--- src/rtl/core/hsb_pkg.sv ---
// Shared types and constants of the heightmap store and bilinear sampler.
package hsb_pkg;

  // Index fields in the command word are sized for the largest supported grid side.
  localparam int IDX_W     = 12;
  localparam int GRID_W    = 10;
  localparam int CFG_IDX_W = 1;

  localparam logic [CFG_IDX_W-1:0] CFG_GRID_WIDTH  = 1'd0;
  localparam logic [CFG_IDX_W-1:0] CFG_GRID_HEIGHT = 1'd1;

  typedef enum logic [2:0] {
    OP_GET    = 3'd0,
    OP_SET    = 3'd1,
    OP_FILL   = 3'd2,
    OP_SAMPLE = 3'd3,
    OP_MARK   = 3'd4,
    OP_TAKE   = 3'd5
  } opcode_t;

  typedef enum logic [2:0] {
    K_NONE   = 3'd0,
    K_GET    = 3'd1,
    K_SET    = 3'd2,
    K_FILL   = 3'd3,
    K_SAMPLE = 3'd4,
    K_MARK   = 3'd5,
    K_TAKE   = 3'd6
  } kind_t;

  // Classified command passed from the front end to the back end.
  typedef struct packed {
    kind_t            kind;
    logic [IDX_W-1:0] col0;
    logic [IDX_W-1:0] row0;
    logic [IDX_W-1:0] col1;
    logic [IDX_W-1:0] row1;
    logic [15:0]      tx;
    logic [15:0]      tz;
    logic [15:0]      value;
  } cmd_t;

endpackage

--- src/rtl/core/hsb_if.sv ---
// Handshake channel interfaces for items, results and configuration writes.
interface hsb_in_if;
  logic        valid;
  logic        ready;
  logic [2:0]  opcode;
  logic [10:0] x;
  logic [10:0] z;
  logic [10:0] x_end;
  logic [10:0] z_end;
  logic [15:0] data_value;
  logic [17:0] coord_u;
  logic [17:0] coord_v;
  modport source(output valid, opcode, x, z, x_end, z_end, data_value, coord_u, coord_v,
                 input ready);
  modport sink(input valid, opcode, x, z, x_end, z_end, data_value, coord_u, coord_v,
               output ready);
endinterface


interface hsb_cfg_if;
  logic                            valid;
  logic                            ready;
  logic [hsb_pkg::CFG_IDX_W-1:0]   index;
  logic [hsb_pkg::GRID_W-1:0]      data;
  modport source(output valid, index, data, input ready);
  modport sink(input valid, index, data, output ready);
endinterface

--- src/rtl/core/hsb_front.sv ---
// Front end: grid size registers, input staging and command classification.
module hsb_front #(
  parameter int MAX_SIDE = 512
) (
  input  logic            clk,
  input  logic            rst,
  hsb_in_if.sink          item_in,
  hsb_cfg_if.sink         cfg,
  output hsb_pkg::cmd_t   push_cmd,
  output logic            push_valid,
  input  logic            push_ready
);

  localparam int CW = $clog2(MAX_SIDE);
  localparam int FW = 17 + CW;

  logic [hsb_pkg::GRID_W-1:0] grid_w;
  logic [hsb_pkg::GRID_W-1:0] grid_h;

  logic        hold_valid;
  logic [2:0]  h_op;
  logic [10:0] h_x, h_z, h_xe, h_ze;
  logic [15:0] h_val;
  logic [17:0] h_u, h_v;

  logic [CW:0]   w_side, h_side;
  logic [CW-1:0] wm, hm;
  logic [16:0]   uc, vc;
  logic [FW-1:0] fx, fz;
  logic [CW-1:0] x0, z0, x1, z1;
  hsb_pkg::cmd_t c;

  function automatic logic [CW:0] side_of(input logic [hsb_pkg::GRID_W-1:0] r);
    logic [CW:0] s;
    if (r == '0) s = (CW+1)'(1);
    else if (32'(r) > MAX_SIDE) s = (CW+1)'(MAX_SIDE);
    else s = (CW+1)'(r);
    return s;
  endfunction

  function automatic logic [CW-1:0] clamp11(input logic [10:0] v, input logic [CW-1:0] hi);
    logic [CW-1:0] r;
    if (v[10]) r = '0;
    else if (32'(v[9:0]) > 32'(hi)) r = hi;
    else r = CW'(v[9:0]);
    return r;
  endfunction

  function automatic logic in_rng(input logic [10:0] v, input logic [CW:0] side);
    return !v[10] && (32'(v[9:0]) < 32'(side));
  endfunction

  function automatic logic [16:0] clamp_q(input logic [17:0] v);
    logic [16:0] r;
    if (v[17]) r = '0;
    else if (v[16:0] > 17'd65536) r = 17'd65536;
    else r = v[16:0];
    return r;
  endfunction

  assign cfg.ready = 1'b1;

  always_ff @(posedge clk) begin
    if (rst) begin
      grid_w <= 10'd512;
      grid_h <= 10'd512;
    end else if (cfg.valid) begin
      unique case (cfg.index)
        hsb_pkg::CFG_GRID_WIDTH:  grid_w <= cfg.data;
        hsb_pkg::CFG_GRID_HEIGHT: grid_h <= cfg.data;
        default: ;
      endcase
    end
  end

  assign item_in.ready = !hold_valid || push_ready;
  assign push_valid    = hold_valid;

  always_ff @(posedge clk) begin
    if (rst) begin
      hold_valid <= 1'b0;
    end else if (item_in.ready) begin
      hold_valid <= item_in.valid;
    end
  end

  always_ff @(posedge clk) begin
    if (item_in.valid && item_in.ready) begin
      h_op  <= item_in.opcode;
      h_x   <= item_in.x;
      h_z   <= item_in.z;
      h_xe  <= item_in.x_end;
      h_ze  <= item_in.z_end;
      h_val <= item_in.data_value;
      h_u   <= item_in.coord_u;
      h_v   <= item_in.coord_v;
    end
  end

  assign w_side = side_of(grid_w);
  assign h_side = side_of(grid_h);
  assign wm     = CW'(w_side - 1'b1);
  assign hm     = CW'(h_side - 1'b1);

  // Scaled coordinates: integer part picks the cell, low 16 bits are the weights.
  assign uc = clamp_q(h_u);
  assign vc = clamp_q(h_v);
  assign fx = FW'(uc) * FW'(wm);
  assign fz = FW'(vc) * FW'(hm);
  assign x0 = fx[16 +: CW];
  assign z0 = fz[16 +: CW];
  assign x1 = (x0 == wm) ? wm : x0 + 1'b1;
  assign z1 = (z0 == hm) ? hm : z0 + 1'b1;

  always_comb begin
    c = '0;
    c.kind = hsb_pkg::K_NONE;
    unique case (h_op)
      hsb_pkg::OP_GET: begin
        if (in_rng(h_x, w_side) && in_rng(h_z, h_side)) begin
          c.kind = hsb_pkg::K_GET;
          c.col0 = hsb_pkg::IDX_W'(h_x[9:0]);
          c.row0 = hsb_pkg::IDX_W'(h_z[9:0]);
        end
      end
      hsb_pkg::OP_SET: begin
        if (in_rng(h_x, w_side) && in_rng(h_z, h_side)) begin
          c.kind  = hsb_pkg::K_SET;
          c.col0  = hsb_pkg::IDX_W'(h_x[9:0]);
          c.row0  = hsb_pkg::IDX_W'(h_z[9:0]);
          c.col1  = hsb_pkg::IDX_W'(h_x[9:0]);
          c.row1  = hsb_pkg::IDX_W'(h_z[9:0]);
          c.value = h_val;
        end
      end
      hsb_pkg::OP_FILL: begin
        c.kind  = hsb_pkg::K_FILL;
        c.col1  = hsb_pkg::IDX_W'(wm);
        c.row1  = hsb_pkg::IDX_W'(hm);
        c.value = h_val;
      end
      hsb_pkg::OP_SAMPLE: begin
        c.kind = hsb_pkg::K_SAMPLE;
        c.col0 = hsb_pkg::IDX_W'(x0);
        c.row0 = hsb_pkg::IDX_W'(z0);
        c.col1 = hsb_pkg::IDX_W'(x1);
        c.row1 = hsb_pkg::IDX_W'(z1);
        c.tx   = fx[15:0];
        c.tz   = fz[15:0];
      end
      hsb_pkg::OP_MARK: begin
        c.kind = hsb_pkg::K_MARK;
        c.col0 = hsb_pkg::IDX_W'(clamp11(h_x, wm));
        c.row0 = hsb_pkg::IDX_W'(clamp11(h_z, hm));
        c.col1 = hsb_pkg::IDX_W'(clamp11(h_xe, wm));
        c.row1 = hsb_pkg::IDX_W'(clamp11(h_ze, hm));
      end
      hsb_pkg::OP_TAKE: c.kind = hsb_pkg::K_TAKE;
      default: ;
    endcase
  end

  assign push_cmd = c;

endmodule

--- src/flat_wrapper.sv ---
// flat-port wrapper written by rule: the top's interface ports become plain ports
module hsb_front_flat 
#(
  parameter int MAX_SIDE = 512
)
  (clk, rst, push_cmd, push_valid, push_ready, item_in_valid, item_in_opcode, item_in_x, item_in_z, item_in_x_end, item_in_z_end, item_in_data_value, item_in_coord_u, item_in_coord_v, item_in_ready, cfg_valid, cfg_index, cfg_data, cfg_ready);
  hsb_in_if item_in_i ();
  hsb_cfg_if cfg_i ();
  input  logic clk;
  input  logic rst;
  output hsb_pkg::cmd_t push_cmd;
  output logic push_valid;
  input  logic push_ready;
  input wire logic [$bits(item_in_i.valid)-1:0] item_in_valid;
  input wire logic [$bits(item_in_i.opcode)-1:0] item_in_opcode;
  input wire logic [$bits(item_in_i.x)-1:0] item_in_x;
  input wire logic [$bits(item_in_i.z)-1:0] item_in_z;
  input wire logic [$bits(item_in_i.x_end)-1:0] item_in_x_end;
  input wire logic [$bits(item_in_i.z_end)-1:0] item_in_z_end;
  input wire logic [$bits(item_in_i.data_value)-1:0] item_in_data_value;
  input wire logic [$bits(item_in_i.coord_u)-1:0] item_in_coord_u;
  input wire logic [$bits(item_in_i.coord_v)-1:0] item_in_coord_v;
  output wire logic [$bits(item_in_i.ready)-1:0] item_in_ready;
  input wire logic [$bits(cfg_i.valid)-1:0] cfg_valid;
  input wire logic [$bits(cfg_i.index)-1:0] cfg_index;
  input wire logic [$bits(cfg_i.data)-1:0] cfg_data;
  output wire logic [$bits(cfg_i.ready)-1:0] cfg_ready;
  assign item_in_i.valid = item_in_valid;
  assign item_in_i.opcode = item_in_opcode;
  assign item_in_i.x = item_in_x;
  assign item_in_i.z = item_in_z;
  assign item_in_i.x_end = item_in_x_end;
  assign item_in_i.z_end = item_in_z_end;
  assign item_in_i.data_value = item_in_data_value;
  assign item_in_i.coord_u = item_in_coord_u;
  assign item_in_i.coord_v = item_in_coord_v;
  assign item_in_ready = item_in_i.ready;
  assign cfg_i.valid = cfg_valid;
  assign cfg_i.index = cfg_index;
  assign cfg_i.data = cfg_data;
  assign cfg_ready = cfg_i.ready;
  hsb_front #(.MAX_SIDE(MAX_SIDE)) u_core (.clk(clk), .rst(rst), .item_in(item_in_i), .cfg(cfg_i), .push_cmd(push_cmd), .push_valid(push_valid), .push_ready(push_ready));
endmodule
--- config.mk ---
export PLATFORM = sky130hd
export DESIGN_NAME = hsb_front_flat
export DESIGN_NICKNAME = d
export VERILOG_FILES = /design/src/rtl/core/hsb_pkg.sv /design/src/rtl/core/hsb_if.sv /design/src/rtl/core/hsb_front.sv /design/src/flat_wrapper.sv
export SDC_FILE = /design/constraint.sdc
export NUM_CORES = 1
export LEC_CHECK = 0
export BUFFER_PORTS_ARGS = -buffer_cell sky130_fd_sc_hd__buf_4
export CORE_MARGIN = 1
export CORE_UTILIZATION = 50
export DETAILED_ROUTE_END_ITERATION = 8
export PLACE_DENSITY = 0.67
export SLEW_MARGIN = 40
export SYNTH_ARGS = -nofsm -noshare
export SYNTH_HDL_FRONTEND = slang
export SYNTH_SLANG_ARGS = --single-unit
export TNS_END_PERCENT = 5
--- constraint.sdc ---
create_clock -name clk -period 12.8 [get_ports clk]
set_input_delay 3.2 -clock clk [delete_from_list [all_inputs] [get_ports clk]]
set_output_delay 3.2 -clock clk [all_outputs]
set_load 0.005 [all_outputs]
[Word-level counts from Yosys, hierarchy flattened]
Cells that the tools add are included.
Cells by class
  $mul: 2
  eq/ne operators: 7
  magnitude comparators: 10
  mux-type cells: 26
  add/sub/neg operators: 4
  bitwise operators: 1
  reduce and logical (&&, ||, !) cells: 13
Operator list (count)
  $pmux 24 s4: 2
  $mux 9: 10
  $mux 17: 4
  $mul 17x9->25: 2
  $mux 50: 1
  $gt 10x9->1: 4
  $mux 10: 4
  $gt 17x17->1 const B: 2
  $mux 32: 1
  $pmux 16 s2: 1
  $mux 25: 1
  $gt 10x10->1 const B: 2
  $logic_not 10->1: 2
  $lt 10x10->1: 2
  $add 9x1->9 const B: 2
  $eq 9x9->1: 2
  $pmux 3 s6: 1
  $sub 9x1->9 const B: 2
  $mux 16: 1
  $eq 3x2->1 const B: 2
  $eq 3x3->1 const B: 2
  $logic_and 1x1->1: 4
  $reduce_and 2->1: 2
  $eq 3x1->1 const B: 1
  other kinds (4): 6
Storage, ports and cells
  output and inout port bits: 102
  flip-flop bits (word level): 120
  logic and storage cells: 74

[Depth between registers and ports, before layout]
  depth after elaboration: 8
  mapped depth: 34
  depth with buffers taken out: 30

[Least setup slack after synthesis]
Ideal clock, no wire load.
  kind: register -> output
  start point: reg u_core.grid_h[3] (netlist bit)
  end point: out push_cmd[56] (netlist bit)
  setup slack: 2015 ps
  required time: 9600 ps
  stages on the path, launching flop included: 34
  path buffers: 5
  arrival: 7585 ps
  cell sequence: dfxtp_1 > buf_2 > nor4_4 > nand2_1 > nor2_1 > nor2_1 > nor2_2 > inv_1 > clkbuf_1 > ha_1 > clkbuf_1 > nor4b_1 > a221o_1 > inv_1 > buf_1 > nor2_1 > fa_1 > fa_1 > fa_1 > inv_1 > fa_1 > inv_1 > ha_1 > buf_2 > a21oi_2 > or3b_1 > o32ai_2 > nand2_1 > xnor2_2 > or3_1 > nor4_1 > xnor2_1 > mux2i_1 > o21ai_1
RTL lines
  start: declaration: line hsb_front.sv:18  | logic [hsb_pkg::GRID_W-1:0] grid_h;
  start signal: assignment: line hsb_front.sv:70  | hsb_pkg::CFG_GRID_HEIGHT: grid_h <= cfg.data;
  end: declaration: line flat_wrapper.sv:11  | output hsb_pkg::cmd_t push_cmd;

==> out/results.txt <==
outcome: finished clean
final wirelength: 51.1 mm
Initial Utilization: 50.9%
Final HPWL DP: 41.2 mm
post-synthesis area per instance: 8.79 um2
Mapped Cells: 1947
share of power burned in registers: 18.2%
number of cell rows: 67
Multi-input gate area: 12200 um2
Die Footprint: 35000 um2
Tot GR Track Use: 30.0%
Crit Path Class: reg -> out
Layout Nets: 2589
Hold Slack: 0.505 ns
Std-Cell Core Area: 33600 um2
storage element area: 3390 um2
TritonCTS clock tree: yes
PwrDens: 134 nW/um2
Sw Share: 47.7%
internal power: 1380 uW
Comb pwr share: 63.9%
CTS Buffer Depth: 2
Pwr Total: 2630 uW
Hold Vio Cnt, Final: 0
clock tree sinks: 120
max-cap violations: 0
Max Freq: 0.0838 GHz
Synth Register Bits: 120
Post-synth ARST share: 0%
Worst Path Max Fanout: 16
total global routing overflow: 0
htree depth: 4
vias per cell: 5.82
crit share post-route: 93.2%
synthesized area: 17100 um2
port bufs: 207
pin count of the biggest net entering global routing: 63
Hold Crit Class: reg -> reg
Num CTS Buffers: 17
die width: 187 um
Fin Clk Skew: 0.00952 ns
Setup crit start kind: flip-flop
Worst path max stage delay: 0.56 ns
Root Driver: clkbuf_16
gpl congestion: 0.971
Slew HR: 42.7%
layout cells sized above 1: 15.3%
crit path time final: 11.93 ns
register area share after synthesis: 19.8%
Post-CTS Setup Inserts: 0
fillcell total: 2978
Finished Layout Cells: 2577
Iter 0 DRT Violations: 1267
Clock power frac: 17.9%
DRT Pass-1 Iters: 7
CP max-delay cell: nor4_1
area delta synth->final: 14.8%
# diodes: 0
Routed Antenna Nets: 0
placed cells: 2545
final setup violation count: 0
CTS clk-pin slew, worst paths: 0.06 ns
Unique masters post-synth: 92
P_sw: 1250 uW
Post-synth EDFFs: 99
vias post-DR: 15.0k
Clock Latency Late Sink: 0.44 ns
post-CTS sizing: 0
hold_buf cts: 0
pins over their slew limit: 0
vias in the first global route: 15.3k
capturing element type of the critical path: output port
initial antenna violation count: 0
Die Ht: 187 um
largest vdd supply drop: 0.000103 V
RSZ-0062 raised after global routing: no
Synth Flop Type: edfxtp_1
global-route wire length before repair: 81.0 mm
Post-Route Setup TNS: 0 ns
per-cell routed wire length: 19.8 um
Syn. warnings: 0
detailed-route DRC error count: 0
worst slew pin tran: 0.856 ns
crit path DAT: 8.73 ns
Required @ worst endpoint: 9.60 ns
Static Leak: 0.00972 uW
final core utilization: 58.4%
I/O pins: 217
## layer usage
layer / up-vias / track usage (%) / wire length (um)
met5: - / 0 / 0
li1: 6786 / - / -
met1: 7312 / 39.7 / 21400
met2: 748 / 48.1 / 23100
met4: 0 / 14.9 / 2320
met3: 148 / 4.37 / 4310
## path summary, 6_finish.rpt
| check | start | cells after the start | slack (ns) | to |
|---|---|---|---|---|
| worst min-delay path | u_core.grid_w[0] | 2 | 0.50 | u_core.grid_w[0] |
| worst max-delay path | u_core.grid_h[2] | 29 | 0.87 | push_cmd[53] |
| worst min register to register | u_core.grid_w[0] | 2 | 0.50 | u_core.grid_w[0] |
| worst max register to register | u_core.push_valid | 3 | 10.89 | u_core.h_u[6] |
## state kept, by name, summed over array words and instances (netlist names)
name / count
u_core.grid_h: 10
u_core.grid_w: 10
u_core.h_op: 3
u_core.h_u: 18
u_core.h_v: 18
u_core.h_val: 16
u_core.h_x: 11
u_core.h_xe: 11
u_core.h_z: 11
u_core.h_ze: 11
u_core.push_valid: 1
## final cells by class
type / instances / share of cell area, %
tap: 448 / 2.85
inverter: 306 / 5.85
timing repair buffer: 229 / 8.77
multi-input combinational: 1442 / 62.4
clock inverter: 13 / 0.548
sequential: 120 / 17.3
clock buffer: 19 / 2.31
## worst max-delay path: cells and delay by family (launching register included)
kind | cells | cell delay, ns
buffers and inverters | 6 | 0.98
adders and majority gates | 6 | 2.60
xor gates and xnor gates | 1 | 0.13
muxes | 1 | 0.39
AOI/OAI and AO/OA | 4 | 1.35
DFF | 1 | 0.39
and+or+nand+nor | 11 | 2.43
## cell usage in the layout, fill, tap and decap left out, drive strengths merged, types with 9 or more instances in the layout
master,n
o211ai,10
buf,229
o21ai,46
edfxtp,99
nand2,175
inv,310
a21o,18
nand3,89
nor3,25
o21a,23
nand2b,14
clkbuf,19
a21oi,71
xor2,24
nand4,12
dfxtp,21
ha,148
and2,37
or2,19
a221o,11
conb,9
nor2,260
nor4,22
a211oi,16
nor2b,13
a22oi,17
o221ai,19
xnor2,46
and3,21
a31oi,9
fa,210
## cell usage after synthesis (all sizes together) (9+ instances only)
cell    number  area, um2
nand4       12       81.3
a22oi       17        128
nor2       260        988
clkbuf      55        206
edfxtp      99       2970
xor2        24        210
inv        303       1140
fa         210       4200
buf         31        174
a21o        18        135
nor3        25        158
nor4        22        168
xnor2       46        418
ha         148       1850
a21oi       71        367
or2         19        121
nand2b      14       87.6
a31oi        9       56.3
o21ai       46        230
dfxtp       21        420
o211ai      10       75.1
o21a        23        173
nor2b       13       81.3
a221o       11        110
nand2      175        659
a211oi      16        120
and3        21        131
nand3       89        455
and2        37        231
o221ai      19        185
## power groups by stage
stage          Clock (uW)  Sequential, uW  Combinational, uW
6_report              472             479               1680
5_1_grt               495             481               1860
4_1_cts               478             478               1660
3_5_place_dp            0             487               1640
3_3_place_gp            0             486               1610
2_1_floorplan           0             473               1190
## through the flow
| stage | area, um2 | setup WS, ns |
|---|---|---|
| 2_1_floorplan | 17100 | 2.02 |
| 3_3_place_gp | 19000 | 1.49 |
| 3_5_place_dp | 19100 | 1.30 |
| 4_1_cts | 19600 | 0.833 |
| 5_1_grt | 19600 | 0.313 |
| 6_report | 19600 | 0.873 |
## cell families after synthesis
group,Yosys count,synth area share (%)
simple gates,709,19.5
compound gates,287,12.0
other cells,2,0.0439
buf+inv,392,8.94
xor+xnor,71,3.80
flops,120,19.8
mux,8,0.490
fa+ha+maj,358,35.4
No activity file was read; power rests on OpenSTA's default activity.
