[src/rtl/core/hsb_pkg.sv]
// Shared types and constants of the heightmap store and bilinear sampler.
package hsb_pkg;

  // Index fields in the command word are sized for the largest supported grid side.
  localparam int IDX_W     = 12;
  localparam int GRID_W    = 10;
  localparam int CFG_IDX_W = 1;

  localparam logic [CFG_IDX_W-1:0] CFG_GRID_WIDTH  = 1'd0;
  localparam logic [CFG_IDX_W-1:0] CFG_GRID_HEIGHT = 1'd1;

  typedef enum logic [2:0] {
    OP_GET    = 3'd0,
    OP_SET    = 3'd1,
    OP_FILL   = 3'd2,
    OP_SAMPLE = 3'd3,
    OP_MARK   = 3'd4,
    OP_TAKE   = 3'd5
  } opcode_t;

  typedef enum logic [2:0] {
    K_NONE   = 3'd0,
    K_GET    = 3'd1,
    K_SET    = 3'd2,
    K_FILL   = 3'd3,
    K_SAMPLE = 3'd4,
    K_MARK   = 3'd5,
    K_TAKE   = 3'd6
  } kind_t;

  // Classified command passed from the front end to the back end.
  typedef struct packed {
    kind_t            kind;
    logic [IDX_W-1:0] col0;
    logic [IDX_W-1:0] row0;
    logic [IDX_W-1:0] col1;
    logic [IDX_W-1:0] row1;
    logic [15:0]      tx;
    logic [15:0]      tz;
    logic [15:0]      value;
  } cmd_t;

endpackage

[src/rtl/core/hsb_queue.sv]
// Two-entry command queue between the front end and the back end.
module hsb_queue (
  input  logic          clk,
  input  logic          rst,
  input  hsb_pkg::cmd_t in_cmd,
  input  logic          in_valid,
  output logic          in_ready,
  output hsb_pkg::cmd_t out_cmd,
  output logic          out_valid,
  input  logic          out_ready
);

  hsb_pkg::cmd_t ent [2];
  logic          wp, rp;
  logic [1:0]    cnt;
  logic          push, pop;

  assign in_ready  = (cnt != 2'd2);
  assign out_valid = (cnt != 2'd0);
  assign out_cmd   = ent[rp];
  assign push      = in_valid && in_ready;
  assign pop       = out_valid && out_ready;

  always_ff @(posedge clk) begin
    if (rst) begin
      wp  <= 1'b0;
      rp  <= 1'b0;
      cnt <= 2'd0;
    end else begin
      if (push) wp <= ~wp;
      if (pop) rp <= ~rp;
      cnt <= cnt + 2'(push) - 2'(pop);
    end
  end

  always_ff @(posedge clk) begin
    if (push) ent[wp] <= in_cmd;
  end

endmodule

[config.mk]
export PLATFORM = sky130hd
export DESIGN_NAME = hsb_queue
export DESIGN_NICKNAME = d
export VERILOG_FILES = /design/src/rtl/core/hsb_pkg.sv /design/src/rtl/core/hsb_queue.sv
export SDC_FILE = /design/constraint.sdc
export NUM_CORES = 1
export LEC_CHECK = 0
export ABC_CLOCK_PERIOD_IN_PS = 5510
export BUFFER_PORTS_ARGS = -buffer_cell sky130_fd_sc_hd__buf_4
export CAP_MARGIN = 20
export CORE_ASPECT_RATIO = 1.4
export CORE_MARGIN = 8
export CORE_UTILIZATION = 47
export DETAILED_ROUTE_END_ITERATION = 16
export GPL_TIMING_DRIVEN = 0
export HOLD_SLACK_MARGIN = 0.08
export PLACE_DENSITY = 0.75
export SLEW_MARGIN = 10
export SYNTH_ARGS = -nofsm -noshare
export SYNTH_HDL_FRONTEND = slang
export SYNTH_SLANG_ARGS = --single-unit
[constraint.sdc]
create_clock -name clk -period 5.51 [get_ports clk]
set_input_delay 0.2755 -clock clk [delete_from_list [all_inputs] [get_ports clk]]
set_output_delay 0.2755 -clock clk [all_outputs]
set_load 0.1 [all_outputs]
Word level (Yosys, flattened, before mapping)
Memory sizes are Yosys's and may differ from the RTL's. A register that Yosys moved wholly into a read port is not among the register bits.
Cells that the tools add are included.
- logic and storage cells: 16
- memories kept: 1
- register bits after elaboration: 4
- RAM bits: 198
- memory list (memory ; depth ; width ; read ports ; clocked after Yosys merged registers in ; wr ports ; RTL line ; RTL):
    ent ; 2 ; 99 ; 1 ; 1 ; 1 ; hsb_queue.sv:13 ; hsb_pkg::cmd_t ent [2];
- reduce and logical (&&, ||, !) cells: 3
- eq/ne operators: 1
- bitwise logic cells: 2
- muxes and demuxes: 4
- $add $sub $neg: 2
- operators with widths (kind ; count):
    $mux 1 ; 4
    $add 2x1->2 ; 1
    $logic_and 1x1->1 ; 2
    $ne 2x2->1 const B ; 1
    $not 1->1 ; 2
    $reduce_bool 2->1 ; 1
    $sub 2x1->2 ; 1

Logic depth before layout (Yosys ltp)
Gate-level depths: netlist of the first run.
- depth after elaboration: 4
- gate-level depth with buffers: 8

Least setup slack after synthesis of the first run
OpenSTA, ideal clock, no wires.
- path type: reg-to-reg
- start: register cnt[0]
- end: memory ent[0][0] (netlist name) (enable)
- path buffers: 0
- stages on the path, launching flop included: 4
- data arrival time: 5547 ps
- setup time: 558 ps
- setup slack: -595 ps
- cells stage by stage: dfxtp_1 nand2b_1 nand2_1 nor2_1
- longest elaborated chain between the ends: 4
- RTL lines (item ; RTL line ; RTL):
    start, declared ; hsb_queue.sv:15 ; logic [1:0] cnt;
    start signal, assigned ; hsb_queue.sv:32 ; cnt <= cnt + 2'(push) - 2'(pop);
    $ne 2x2->1 ; hsb_queue.sv:18 ; assign in_ready = (cnt != 2'd2);
    net in_ready ; hsb_queue.sv:7 ; output logic in_ready,
    $logic_and 1x1->1 ; hsb_queue.sv:21 ; assign push = in_valid && in_ready;
    $mux 1 ; hsb_queue.sv:37 ; if (push) ent[wp] <= in_cmd;
    $mux 1 (not written as such) ; hsb_queue.sv:37 ;
    end, declared ; hsb_queue.sv:13 ;
The timed path passes the listed nets, and every way through them passes these cells.

Final worst setup path of the first run
- start: register cnt[0]
- end: memory ent[0][23] (netlist name) (enable)
- longest elaborated chain between the ends: 4
- RTL lines (item ; RTL line):
    $ne 2x2->1 ; hsb_queue.sv:18
    $logic_and 1x1->1 ; hsb_queue.sv:21
    $mux 1 ; hsb_queue.sv:37
    $mux 1 (not written as such) ; hsb_queue.sv:37
No other way between the ends.

==> results.md, run 1 <==
- The number of synthesized register bits is 203.
- Routability-driven placement finished with a final weighted congestion of 0.6958.
- The remaining design rule violation count is 0.
- The post-CTS setup repair buffer count is 0.
- The worst voltage drop across the vdd grid is 0.4478 mV.
- Setup repair after global routing left no endpoint under its margin.
- The starting DRC count in detailed routing is 247.
- Summed over all nets, the switching power comes to 2.687 mW.
- Max-cap violations in this run came to 0.
- The placement row count is 54.
- The signal on the critical path passes through nand2b_1, nand2_1, nor2_4, buf_12, buf_16.
- For this block, the via count after detailed routing is 4227.
- Data on the critical path arrives at its endpoint at 2.32 ns.
- CTS saw 203 sinks.
- The initial antenna violation count is 2.
- On the critical path, the stage with the largest delay is an instance of sky130_fd_sc_hd__nor2_4.
- Summing every instance area after synthesis gives 0.007400 mm².
- Of the total power, combinational logic draws 47.4%.
- After synthesis, the mean cell area works out to 22.29 µm².
- The setup TNS is 0 ns.
- The post-synthesis to final-layout area growth is 46.62%.
- The final hold violation count is 0.
- The critical path in this run is classified as reg2reg.
- The slew at the pin with the worst max-slew slack is 0.8116 ns.
- The final setup violation count is 0.
- The fill cell instance count of the final layout is 932.
- The insertion delay of the later-clocked pin in the worst-skew pair is 0.47 ns.
- The required arrival time at the worst endpoint is 5.68 ns.
- Using the TritonRoute via totals, the vias-per-cell ratio works out to 4.864.
- The number of global-route vias before repair is 4873.
- For this run, the top clock speed supported by timing is 466.0 MHz.
- The share of power burned in registers is 33.3%.
- Buffers inserted during clock tree synthesis total 19.
- The static leakage power is 4.124 nW.
- The root buffer cell is sky130_fd_sc_hd__clkbuf_16.
- The clock skew after layout is 0.009028 ns.
- Internal power comes to 3.292 mW.
- In this run the number of H-tree levels came out at 1.
- The maximum net fanout on the critical path is 23.
- On the worst path, the slowest cell contributes a delay of 0.65 ns.
- After layout, the worst path uses 38.95% of the clock period.
- In this run, synthesis inferred 198 flip-flops with an integrated enable.
- After synthesis, the share of flip-flops with an asynchronous set or reset is 0%.
- The first-pass GRT wire length is 25.55 mm.
- The count of input and output buffers is 203.
- The worst pin sits at a relative slew slack of 45.76%.
- The kind of cell adding the most delay to the critical path is simple AND/OR/NAND/NOR gates.
- The maximum clock insertion buffer count is 3.
- The most frequent standard cell in the layout excluding fill and tap cells is sky130_fd_sc_hd__buf_4.
- The final layout contains routed wiring with a total length of 17.02 mm.
- The chip height is 164.5 µm.
- Before antenna repair, the detailed router went through 4 iterations.
- The number of distinct library cells after synthesis is 17.
- The register clock-pin slew on the reported worst setup and hold paths is 0.06 ns.
- STA classifies the critical path startpoint as a register.
- The layout net count is 766.
- The die covers 0.02007 mm².
- Summing all multi-input logic gate instances after layout gives 0.001289 mm².
- The library cells used most frequently in the layout, excluding fill and tap cells, are 203 x sky130_fd_sc_hd__buf_4, 198 x sky130_fd_sc_hd__edfxtp_1, 100 x sky130_fd_sc_hd__dlygate4sd3_1.
- The width of the chip is 122.0 µm.
- The area of the core is 0.01547 mm².
- Detailed placement ended at an HPWL of 11.22 mm.
- The effective utilization at floorplan is 47.82%.
- TritonCTS built the clock tree.
- The buffer and inverter count on the worst path is 2.
- The max-slew violation total from the final report was 0.
- For this run, the share of the core covered by cells in the final layout is 70.12%.
- The number of gates given a new drive strength after cts is 0.
- In the synthesized netlist, the number of instances is 332.
- The switching share of total power is 44.94%.
- The worst path needs 2.146 ns of the cycle, external delays included.
- 204 I/O pins were placed.
- The number of synthesis warnings is 0.
- The worst setup path is captured at a register.
- Among all flip-flop cells after synthesis, the most frequent one is sky130_fd_sc_hd__edfxtp_1.
- For this run, the register share of the synthesized area comes to 81.70%.
- The routed wirelength normalized by instance count is 19.59 µm.
- The largest net degree at the start of global routing is 52.
- The flow ran to the end, and the final reports show no timing, DRC or antenna violations.
- Power spread over the standard cell area amounts to 551.1 mW/mm².
- When the netlist entered floorplanning its net count stood at 437.
- The global-route total usage across every layer is 16.35%.
- The share of total power dissipated in the clock network is 19.3%.
- The overflow left after global routing is 0.
- The path class of the tightest hold or removal check is in2reg.
- The area taken by flip-flops and latches is 0.006046 mm².
- Once detail routing completed, the nets flagged for antenna violations numbered 0.
- In the final layout, the share of cells above drive strength 1 is 51.12%.
-- registers in the layout (all words and copies together) (netlist names), named ones only --
register,count
cnt,2
wp,1
ent,198
rp,1
-- worst min-delay path: stages --
cell	delay, ns
sky130_fd_sc_hd__buf_4	0.08
sky130_fd_sc_hd__o21a_1	0.15
sky130_fd_sc_hd__xnor2_1	0.09
sky130_fd_sc_hd__nor2_1	0.08
-- stage by stage --
| stage | instances | power [mW] | hold WS, ns | worst slack, ns | area (µm²) |
|---|---|---|---|---|---|
| finish | 869 | 5.979 | 0.2383 | 3.364 | 10850 |
| global route | 869 | 6.171 | 0.2579 | 3.229 | 10850 |
| CTS | 867 | 6.027 | 0.2219 | 3.312 | 10840 |
| detailed placement | 736 | 4.808 | 0.4634 | 3.390 | 9311 |
| global placement | 731 | 4.750 | 0.4602 | 0.6225 | 9171 |
| floorplan | 332 | 4.209 | 0.3471 | 1.062 | 7402 |
-- per-layer routing --
metal | routed length (µm) | track usage, % | part of all wire, %
met1 | 5904 | 16.85 | 35
met2 | 9394 | 30.53 | 55
met3 | 1139 | 4.242 | 6.7
met4 | 584 | 6.528 | 3.4
met5 | 0 | 0 | 0
-- repair_timing --
action,CTS,global route
endpoints found under the setup margin,0,0
hold buffers,100,0
endpoints found under the hold margin,202,0
-- path summary, 6_finish.rpt --
path,cells past startpoint,startpoint,slack [ns],to
hold reg to reg,2,rp$_SDFFE_PP0P_,0.53,rp$_SDFFE_PP0P_
hold / removal,4,out_ready,0.24,rp$_SDFFE_PP0P_
setup reg to reg,5,cnt[0]$_SDFF_PP0_,3.36,ent[0][23]$_DFFE_PP_
setup / recovery,5,cnt[0]$_SDFF_PP0_,3.36,ent[0][23]$_DFFE_PP_
-- Yosys cell counts (2+ instances only) --
cell type / number / share of area [%]
sky130_fd_sc_hd__edfxtp_1: 198 / 80
sky130_fd_sc_hd__mux2_2: 90 / 14
sky130_fd_sc_hd__mux2_4: 10 / 2.0
sky130_fd_sc_hd__buf_2: 8 / 0.54
sky130_fd_sc_hd__dfxtp_1: 5 / 1.4
sky130_fd_sc_hd__nor2_1: 5 / 0.25
sky130_fd_sc_hd__buf_6: 3 / 0.46
sky130_fd_sc_hd__ha_1: 2 / 0.34
sky130_fd_sc_hd__nor2b_1: 2 / 0.17
sky130_fd_sc_hd__xnor2_1: 2 / 0.24
-- power by group through the flow --
stage / registers (mW) / clock network (mW) / logic (mW)
floorplan: 2.02 / 0 / 2.19
global placement: 2.04 / 0 / 2.71
detailed placement: 2.02 / 0 / 2.79
CTS: 1.99 / 1.18 / 2.85
global route: 2.01 / 1.24 / 2.92
finish: 1.99 / 1.15 / 2.84
-- cells by family (layout without fill, tap and decap cells) --
kind of cell | Yosys count | count (layout) | synth area share [%]
flip-flops | 203 | 203 | 81.70
multiplexers | 100 | 100 | 15.73
adder cells (fa/ha/maj) | 2 | 2 | 0.3381
XOR/XNOR | 3 | 3 | 0.3552
AO/OA/AOI/OAI | 1 | 1 | 0.1015
AND/OR/NAND/NOR | 11 | 11 | 0.7272
buffers and inverters | 12 | 351 | 1.048
other | 0 | 2 | 0
-- cell type report --
class / instances / area share (%)
antenna: 2 / 0.04613
inverter: 1 / 0.03460
multi-input combinational: 117 / 11.88
clock inverter: 2 / 0.08073
sequential: 203 / 55.73
clock buffer: 29 / 4.821
buffer: 11 / 0.6804
tap: 196 / 2.260
timing repair buffer: 308 / 24.47
Power figures use the tool's default switching activity.
==> run 2: changes to the inputs <==
--- a/config.mk
+++ b/config.mk
@@ -5,7 +5,7 @@
 export SDC_FILE = /design/constraint.sdc
 export NUM_CORES = 1
 export LEC_CHECK = 0
-export ABC_CLOCK_PERIOD_IN_PS = 5510
+export ABC_CLOCK_PERIOD_IN_PS = 1950
 export BUFFER_PORTS_ARGS = -buffer_cell sky130_fd_sc_hd__buf_4
 export CAP_MARGIN = 20
 export CORE_ASPECT_RATIO = 1.4
==> constraint.sdc (replaced) <==
create_clock -name clk -period 1.95 [get_ports clk]
set_input_delay 0.0975 -clock clk [delete_from_list [all_inputs] [get_ports clk]]
set_output_delay 0.0975 -clock clk [all_outputs]
set_load 0.1 [all_outputs]
==> run 2 against run 1 <==
Final cell count rose by 0.23%. Critical endpoint is now out_cmd[52]. First-iteration DRC count increased by 7.3%. Critical path type is now reg2out. Clock skew fell by 0.0035 ns. Worst hold slack improved by 0.11 ns. Setup slack got worse by 3.3 ns. Utilization increased by 0.64 points. Power rose to 2.9 times the previous value. Sequential share of layout area shrank 0.49 points. Sequential power grew to 2.8 times the previous value.
==> results.md, run 2 (synthesized netlist as in run 1, its figures left out) <==
- The number of global-route vias before repair came to 4788 (was 4873).
- The fill cell instance count of the final layout is 962 (was 932).
- The global routing's busiest layer is met2 (unchanged).
- The maximum net fanout on the critical path was 10 (was 23).
- The kind of cell adding the most delay to the critical path is buffers and inverters (was simple AND/OR/NAND/NOR gates).
- The count of nets left with antenna violations after detail routing is 0 (unchanged).
- The placement row count was 54 (unchanged).
- The largest net degree at the start of global routing came to 59 (was 52).
- The slew at the pin with the worst max-slew slack is 0.6439 ns (was 0.8116 ns).
- The starting DRC count in detailed routing is 265 (was 247).
- The total number of vias was 4246 (was 4227).
- The kind of critical path is reg2out (was reg2reg).
- The areal power density over the cells came to 1572 mW/mm² (was 551.1 mW/mm²).
- The number of max-capacitance violations reported is 0 (unchanged).
- The deepest level of the CTS H-tree is 1 (unchanged).
- The required arrival time at the worst endpoint came to 1.85 ns (was 5.68 ns).
- Largest registers: ent: 198 flops, cnt: 2 flops (unchanged).
- The initial antenna violation count was 2 (unchanged).
- Highest-count cells in the layout ignoring fill and taps: 210 x sky130_fd_sc_hd__buf_4, 198 x sky130_fd_sc_hd__edfxtp_1, 102 x sky130_fd_sc_hd__dlygate4sd3_1 (was 203 x sky130_fd_sc_hd__buf_4, 198 x sky130_fd_sc_hd__edfxtp_1, 100 x sky130_fd_sc_hd__dlygate4sd3_1).
- RSZ-0062 raised after global routing: true (was false).
- The number of top-level pins is 204 (unchanged).
- The maximum clock insertion buffer count is 3 (unchanged).
- The clock period could shrink to 1.880 ns.
- The clock skew after layout is 0.005550 ns (was 0.009028 ns).
- The max-slew violation total from the final report is 0 (unchanged).
- The power after layout is 17.21 mW (was 5.979 mW).
- The global-route total usage across every layer is 16.96% (was 16.35%).
- The flip-flop count of the largest register after layout was 198 (unchanged).
- The setup TNS is 0 ns (unchanged).
- The final weighted congestion of routability-driven global placement is 0.6999 (was 0.6958).
- The effective utilization at floorplan was 47.82% (unchanged).
- The number of vias per cell after detailed routing is 4.875 (was 4.864).
- The total iterations of the first detailed-routing run is 4 (unchanged).
- The root buffer cell is sky130_fd_sc_hd__clkbuf_16 (unchanged).
- Outcome: completed (unchanged).
- The post-synthesis to final-layout area growth is 47.95% (was 46.62%).
- The final hold violation count is 0 (unchanged).
- The highest cell delay on the worst timing path is 0.35 ns (was 0.65 ns).
- The remaining design rule violation count is 0 (unchanged).
- The insertion delay of the later-clocked pin in the worst-skew pair was 0.47 ns (about the same).
- The worst-path cell with the longest stage delay is sky130_fd_sc_hd__mux2_2 (was sky130_fd_sc_hd__nor2_4).
- The routed wirelength normalized by instance count is 19.90 µm (was 19.59 µm).
- The post-CTS setup repair buffer count came to 0 (unchanged).
- The share of the core filled with cells came to 70.76% (was 70.12%).
- The total clock buffers created by CTS is 19 (unchanged).
- The number of cells in the finished layout apart from fillers came to 871 (was 869).
- Crit path cell chain: buf_6, clkbuf_4, mux2_2, buf_4 (was nand2b_1, nand2_1, nor2_4, buf_12, buf_16).
- The fraction of layout instances using a drive strength above 1 is 51.63% (was 51.12%).
- The class of the tightest hold or removal check is in2reg (unchanged).
- The final setup violation count is 0 (unchanged).
- The top achievable clock speed is 531.9 MHz.
- The overflow left after global routing was 0 (unchanged).
- The layout net count is 767 (was 766).
- The startpoint type of the worst setup path is a register (unchanged).
- The minimum hold slack was 0.3521 ns (was 0.2383 ns).
- The count of input and output buffers is 203 (unchanged).
- The number of instances in the placed design is 736 (unchanged).
- The buffer and inverter count on the worst path is 3 (was 2).
- The first-pass GRT wire length came to 26.22 mm (was 25.55 mm).
- The met1 track utilization from global routing was 17.58% (was 16.85%).
- The arrival time reported for the critical path endpoint is 1.78 ns (was 2.32 ns).
- The register clock-pin slew on the reported worst setup and hold paths came to 0.07 ns (was 0.06 ns).
- The width of the chip came to 122.0 µm (unchanged).
- The die footprint is 0.02007 mm² (unchanged).
- The relative slew slack is 57.07% (was 45.76%).
- The static leakage power was 4.161 nW (was 4.124 nW).
- The most frequent standard cell in the layout excluding fill and tap cells is sky130_fd_sc_hd__buf_4 (unchanged).
- The clock sink total is 203 (unchanged).
- The aggregate routed wire length is 17.33 mm (was 17.02 mm).
- The met3 track utilization from global routing is 4.140% (was 4.242%).
- The final HPWL from detailed placement is 11.08 mm (was 11.22 mm).
- The fraction of met2 tracks used by global routing is 32.12% (was 30.53%).
- The worst voltage drop across the vdd grid is 1.224 mV (was 0.4478 mV).
- The TritonCTS clock tree is yes (unchanged).
- The share of the cycle needed by the critical path after routing is 96.42%.
- The kind of end point of the critical path was an output port (was register).
- The register containing the most flip-flops in the final layout is ent (unchanged).
- The chip height is 164.5 µm (unchanged).
- The area of the core was 0.01547 mm² (unchanged).
[run 2: cell types whose count changed in the layout (fill, tap and decap cells not counted), sizes merged]
| cell | change |
|---|---|
| clkinv | +4 |
| clkbuf | -3 |
| buf | -2 |
| bufinv | +2 |
| dlygate4sd3 | +2 |
| diode | -1 |
[run 2: final timing paths]
kind | startpoint | to | slack [ns] | depth (start not counted)
worst min register to register | rp$_SDFFE_PP0P_ | rp$_SDFFE_PP0P_ | 0.53 | 2
worst max register to register | cnt[0]$_SDFF_PP0_ | ent[1][94]$_DFFE_PP_ | 0.12 | 3
worst min-delay path | in_cmd[46] | ent[1][46]$_DFFE_PP_ | 0.35 | 2
worst max-delay path | register | out_cmd[52] | 0.07 | 4
[run 2: where the power goes]
part	internal, mW	switching [mW]	total [mW]
logic	2.03	6.04	8.07
registers	5.48	0.151	5.63
clock network	2.06	1.46	3.52
[run 2: stage by stage]
stage	instance area [µm²]	worst slack (ns)
finish	10950	0.06979
CTS	10930	-0.0006681
detailed placement	9328	0.1031
global route	10950	-0.004978
global placement	9194	-1.158
floorplan	7425	-0.7138
[run 2: area by class of cell]
| class | instances | area, µm² | area share (%) |
|---|---|---|---|
| multi-input combinational | 117 | 1304 | 11.91 |
| buffer | 10 | 86.33 | 0.7886 |
| sequential | 203 | 6047 | 55.23 |
| inverter | 1 | 3.754 | 0.03429 |
| clock buffer | 25 | 498.0 | 4.549 |
| antenna | 1 | 2.502 | 0.02286 |
| tap | 196 | 245.2 | 2.240 |
| timing repair buffer | 310 | 2675 | 24.43 |
| clock inverter | 8 | 86.33 | 0.7886 |
[run 2: what timing repair did]
item	CTS	global route
hold buffers	102	0
endpoints found under the setup margin	31	49
hold endpoints to repair	203	0
pin swaps	0	0
resized for setup	4	8
[run 2: per-layer routing]
metal	up-vias	routed length, µm
li1	1973	-
met1	2093	5731
met2	146	9883
met3	32	1272
met4	2	429
met5	-	13
[run 2: worst reg2reg max path, cell delays in order, from the launching register on]
cell	delay [ns]
sky130_fd_sc_hd__dfxtp_2	0.35
sky130_fd_sc_hd__nand2b_4	0.15
sky130_fd_sc_hd__and3_4	0.61
sky130_fd_sc_hd__buf_16	0.37
==> run 3: changes to the inputs <==
--- a/config.mk
+++ b/config.mk
@@ -8,13 +8,15 @@
 export ABC_CLOCK_PERIOD_IN_PS = 1950
 export BUFFER_PORTS_ARGS = -buffer_cell sky130_fd_sc_hd__buf_4
 export CAP_MARGIN = 20
+export CELL_PAD_IN_SITES_DETAIL_PLACEMENT = 0
+export CELL_PAD_IN_SITES_GLOBAL_PLACEMENT = 2
 export CORE_ASPECT_RATIO = 1.4
 export CORE_MARGIN = 8
-export CORE_UTILIZATION = 47
+export CORE_UTILIZATION = 34
 export DETAILED_ROUTE_END_ITERATION = 16
 export GPL_TIMING_DRIVEN = 0
 export HOLD_SLACK_MARGIN = 0.08
-export PLACE_DENSITY = 0.75
+export PLACE_DENSITY = 0.74
 export SLEW_MARGIN = 10
 export SYNTH_ARGS = -nofsm -noshare
 export SYNTH_HDL_FRONTEND = slang
==> run 3 against run 2 <==
Wire length is 0.83% higher. Non-clock buffer count is 2 higher. First-iteration DRC count is 48% lower. Power is 1.8% higher. Sequential power hardly changed. Largest power group unchanged. Worst hold slack worse by 0.013 ns. Flip-flop and latch count stayed put. Via count is 0.80% higher. Global-route usage is 4.2 points lower. Combinational power is 2% higher. Cell area is 2.3% higher. Critical path type unchanged. Critical path depth stayed put.
==> results.md, run 3 (synthesized netlist as in run 1, its figures left out) <==
- The area of the core came to 0.02162 mm² (was 0.01547 mm²).
- The overflow left after global routing came to 0 (unchanged).
- The clock period minus final worst setup slack is 1.880 ns (about the same).
- The first-pass GRT wire length came to 26.88 mm (was 26.22 mm).
- The number of max-capacitance violations reported is 0 (unchanged).
- The flip-flop count of the largest register after layout is 198 (unchanged).
- The count of input and output buffers is 203 (unchanged).
- Highest-count cells in the layout ignoring fill and taps: 198 x sky130_fd_sc_hd__edfxtp_1, 192 x sky130_fd_sc_hd__buf_4, 102 x sky130_fd_sc_hd__dlygate4sd3_1 (was 210 x sky130_fd_sc_hd__buf_4, 198 x sky130_fd_sc_hd__edfxtp_1, 102 x sky130_fd_sc_hd__dlygate4sd3_1).
- The post-layout worst setup margin is 0.06960 ns (was 0.06979 ns).
- The register containing the most flip-flops in the final layout is ent (unchanged).
- The total clock buffers created by CTS is 21 (was 19).
- The initial antenna violation count is 0 (was 2).
- The most frequent standard cell in the layout excluding fill and tap cells is sky130_fd_sc_hd__edfxtp_1 (was sky130_fd_sc_hd__buf_4).
- The register clock-pin slew on the reported worst setup and hold paths is 0.06 ns (was 0.07 ns).
- The fraction of layout instances using a drive strength above 1 is 52.13% (was 51.63%).
- The placement row count came to 64 (was 54).
- The class of the tightest hold or removal check is in2reg (unchanged).
- The chip height is 190.6 µm (was 164.5 µm).
- The remaining design rule violation count is 0 (unchanged).
- The startpoint type of the worst setup path is a register (unchanged).
- The number of cells in the finished layout apart from fillers is 945 (was 871).
- The width of the chip was 140.7 µm (was 122.0 µm).
- The number of vias per cell after detailed routing came to 4.529 (was 4.875).
- The clock skew after layout is 0.006550 ns (was 0.005550 ns).
- The maximum clock insertion buffer count came to 3 (unchanged).
- The layout net count was 773 (was 767).
- The die footprint is 0.02681 mm² (was 0.02007 mm²).
- The number of instances in the placed design is 804 (was 736).
- The TritonCTS clock tree is yes (unchanged).
- The largest net degree at the start of global routing is 45 (was 59).
- The share of the cycle needed by the critical path after routing is 96.43% (was 96.42%).
- The clock sink total is 203 (unchanged).
- The kind of end point of the critical path is an output port (unchanged).
- The max-slew violation total from the final report came to 0 (unchanged).
- The deepest level of the CTS H-tree came to 1 (unchanged).
- The areal power density over the cells is 1565 mW/mm² (was 1572 mW/mm²).
- The number of diodes added for antenna fixing is 0 (was 1).
- The routed wirelength normalized by instance count is 18.49 µm (was 19.90 µm).
- The aggregate routed wire length is 17.47 mm (was 17.33 mm).
- The static leakage power was 4.222 nW (was 4.161 nW).
- The starting DRC count in detailed routing is 137 (was 265).
- The root buffer cell was sky130_fd_sc_hd__clkbuf_16 (unchanged).
- The final HPWL from detailed placement is 11.41 mm (was 11.08 mm).
- The global-route total usage across every layer came to 12.72% (was 16.96%).
- The final hold violation count is 0 (unchanged).
- The number of top-level pins was 204 (unchanged).
- The required arrival time at the worst endpoint is 1.85 ns (about the same).
- The final weighted congestion of routability-driven global placement is 0.6851 (was 0.6999).
- The worst slack at placement came to -0.1861 ns (was 0.1031 ns).
- The share of the core filled with cells was 51.78% (was 70.76%).
- The relative slew slack is 51.12% (was 57.07%).
- The final setup violation count was 0 (unchanged).
- The count of nets left with antenna violations after detail routing was 0 (unchanged).
- The top achievable clock speed was 531.8 MHz (was 531.9 MHz).
- The arrival time reported for the critical path endpoint came to 1.78 ns (about the same).
- The post-synthesis to final-layout area growth is 51.29% (was 47.95%).
- The power after layout was 17.51 mW (was 17.21 mW).
- Outcome: completed (unchanged).
- The maximum net fanout on the critical path was 10 (unchanged).
- The worst voltage drop across the vdd grid is 1.044 mV (was 1.224 mV).
- The slew at the pin with the worst max-slew slack is 0.7332 ns (was 0.6439 ns).
- The kind of critical path is reg2out (unchanged).
- Largest registers: ent: 198 flops, cnt: 2 flops (unchanged).
- The effective utilization at floorplan is 34.22% (was 47.82%).
- RSZ-0062 raised after global routing: true (unchanged).
- The number of global-route vias before repair is 5032 (was 4788).
- The total number of vias is 4280 (was 4246).
- The insertion delay of the later-clocked pin in the worst-skew pair came to 0.49 ns (was 0.47 ns).
- The total iterations of the first detailed-routing run is 4 (unchanged).
==> run 3: cell types whose count changed in the layout (fill, tap and decap cells not counted), moves of 2 or more <==
cell / delta
sky130_fd_sc_hd__clkbuf_16: +2
sky130_fd_sc_hd__buf_4: -18
sky130_fd_sc_hd__buf_6: +18
sky130_fd_sc_hd__buf_12: +2
==> run 3: through the flow <==
step	area (µm²)	hold WS (ns)	TNS, ns
floorplan	7425	0.1617	-117.38
global placement	9279	0.2822	-224.67
detailed placement	9413	0.2853	-5.829
CTS	11130	0.3106	-1.058
global route	11190	0.3212	-0.1390
finish	11190	0.3388	0
==> run 3: final timing paths <==
check	startpoint	endpoint	slack (ns)	depth (start not counted)
max	register	out_cmd[48]	0.07	4
min	in_cmd[29]	ent[0][29]$_DFFE_PP_	0.34	2
max reg2reg	cnt[0]$_SDFF_PP0_	ent[1][8]$_DFFE_PP_	0.25	3
min reg2reg	rp$_SDFFE_PP0P_	register	0.52	2
==> run 3: timing repair <==
action	in CTS	in global routing
hold endpoints to repair	203	0
gates resized for setup	19	24
setup buffers	0	1
setup endpoints to repair	173	106
hold buffers	102	0
cloned	2	1
pin swaps	2	1
==> run 3: worst max-delay path: stages (launching register included) <==
cell and delay (ns):
sky130_fd_sc_hd__dfxtp_4 0.37, sky130_fd_sc_hd__buf_8 0.13, sky130_fd_sc_hd__buf_4 0.19, sky130_fd_sc_hd__mux2_2 0.36, sky130_fd_sc_hd__buf_4 0.24
==> run 3: metal layers <==
metal / routed length (µm) / GRT usage (%)
met5: 0 / 0
met1: 6468 / 13.30
met4: 476 / 4.726
met2: 9355 / 23.60
met3: 1175 / 3.683
==> run 3: power breakdown <==
| group | switching (mW) | internal, mW |
|---|---|---|
| sequential | 0.152 | 5.48 |
| clock | 1.53 | 2.11 |
| combinational | 6.07 | 2.17 |
==> run 3: area by class of cell <==
cell class	instances	area [µm²]
sequential	203	6051
fill	1762	10430
timing repair buffer	312	2763
clock buffer	28	551.8
buffer	10	113.9
inverter	1	3.754
tap	264	330.3
clock inverter	8	63.81
multi-input combinational	119	1318
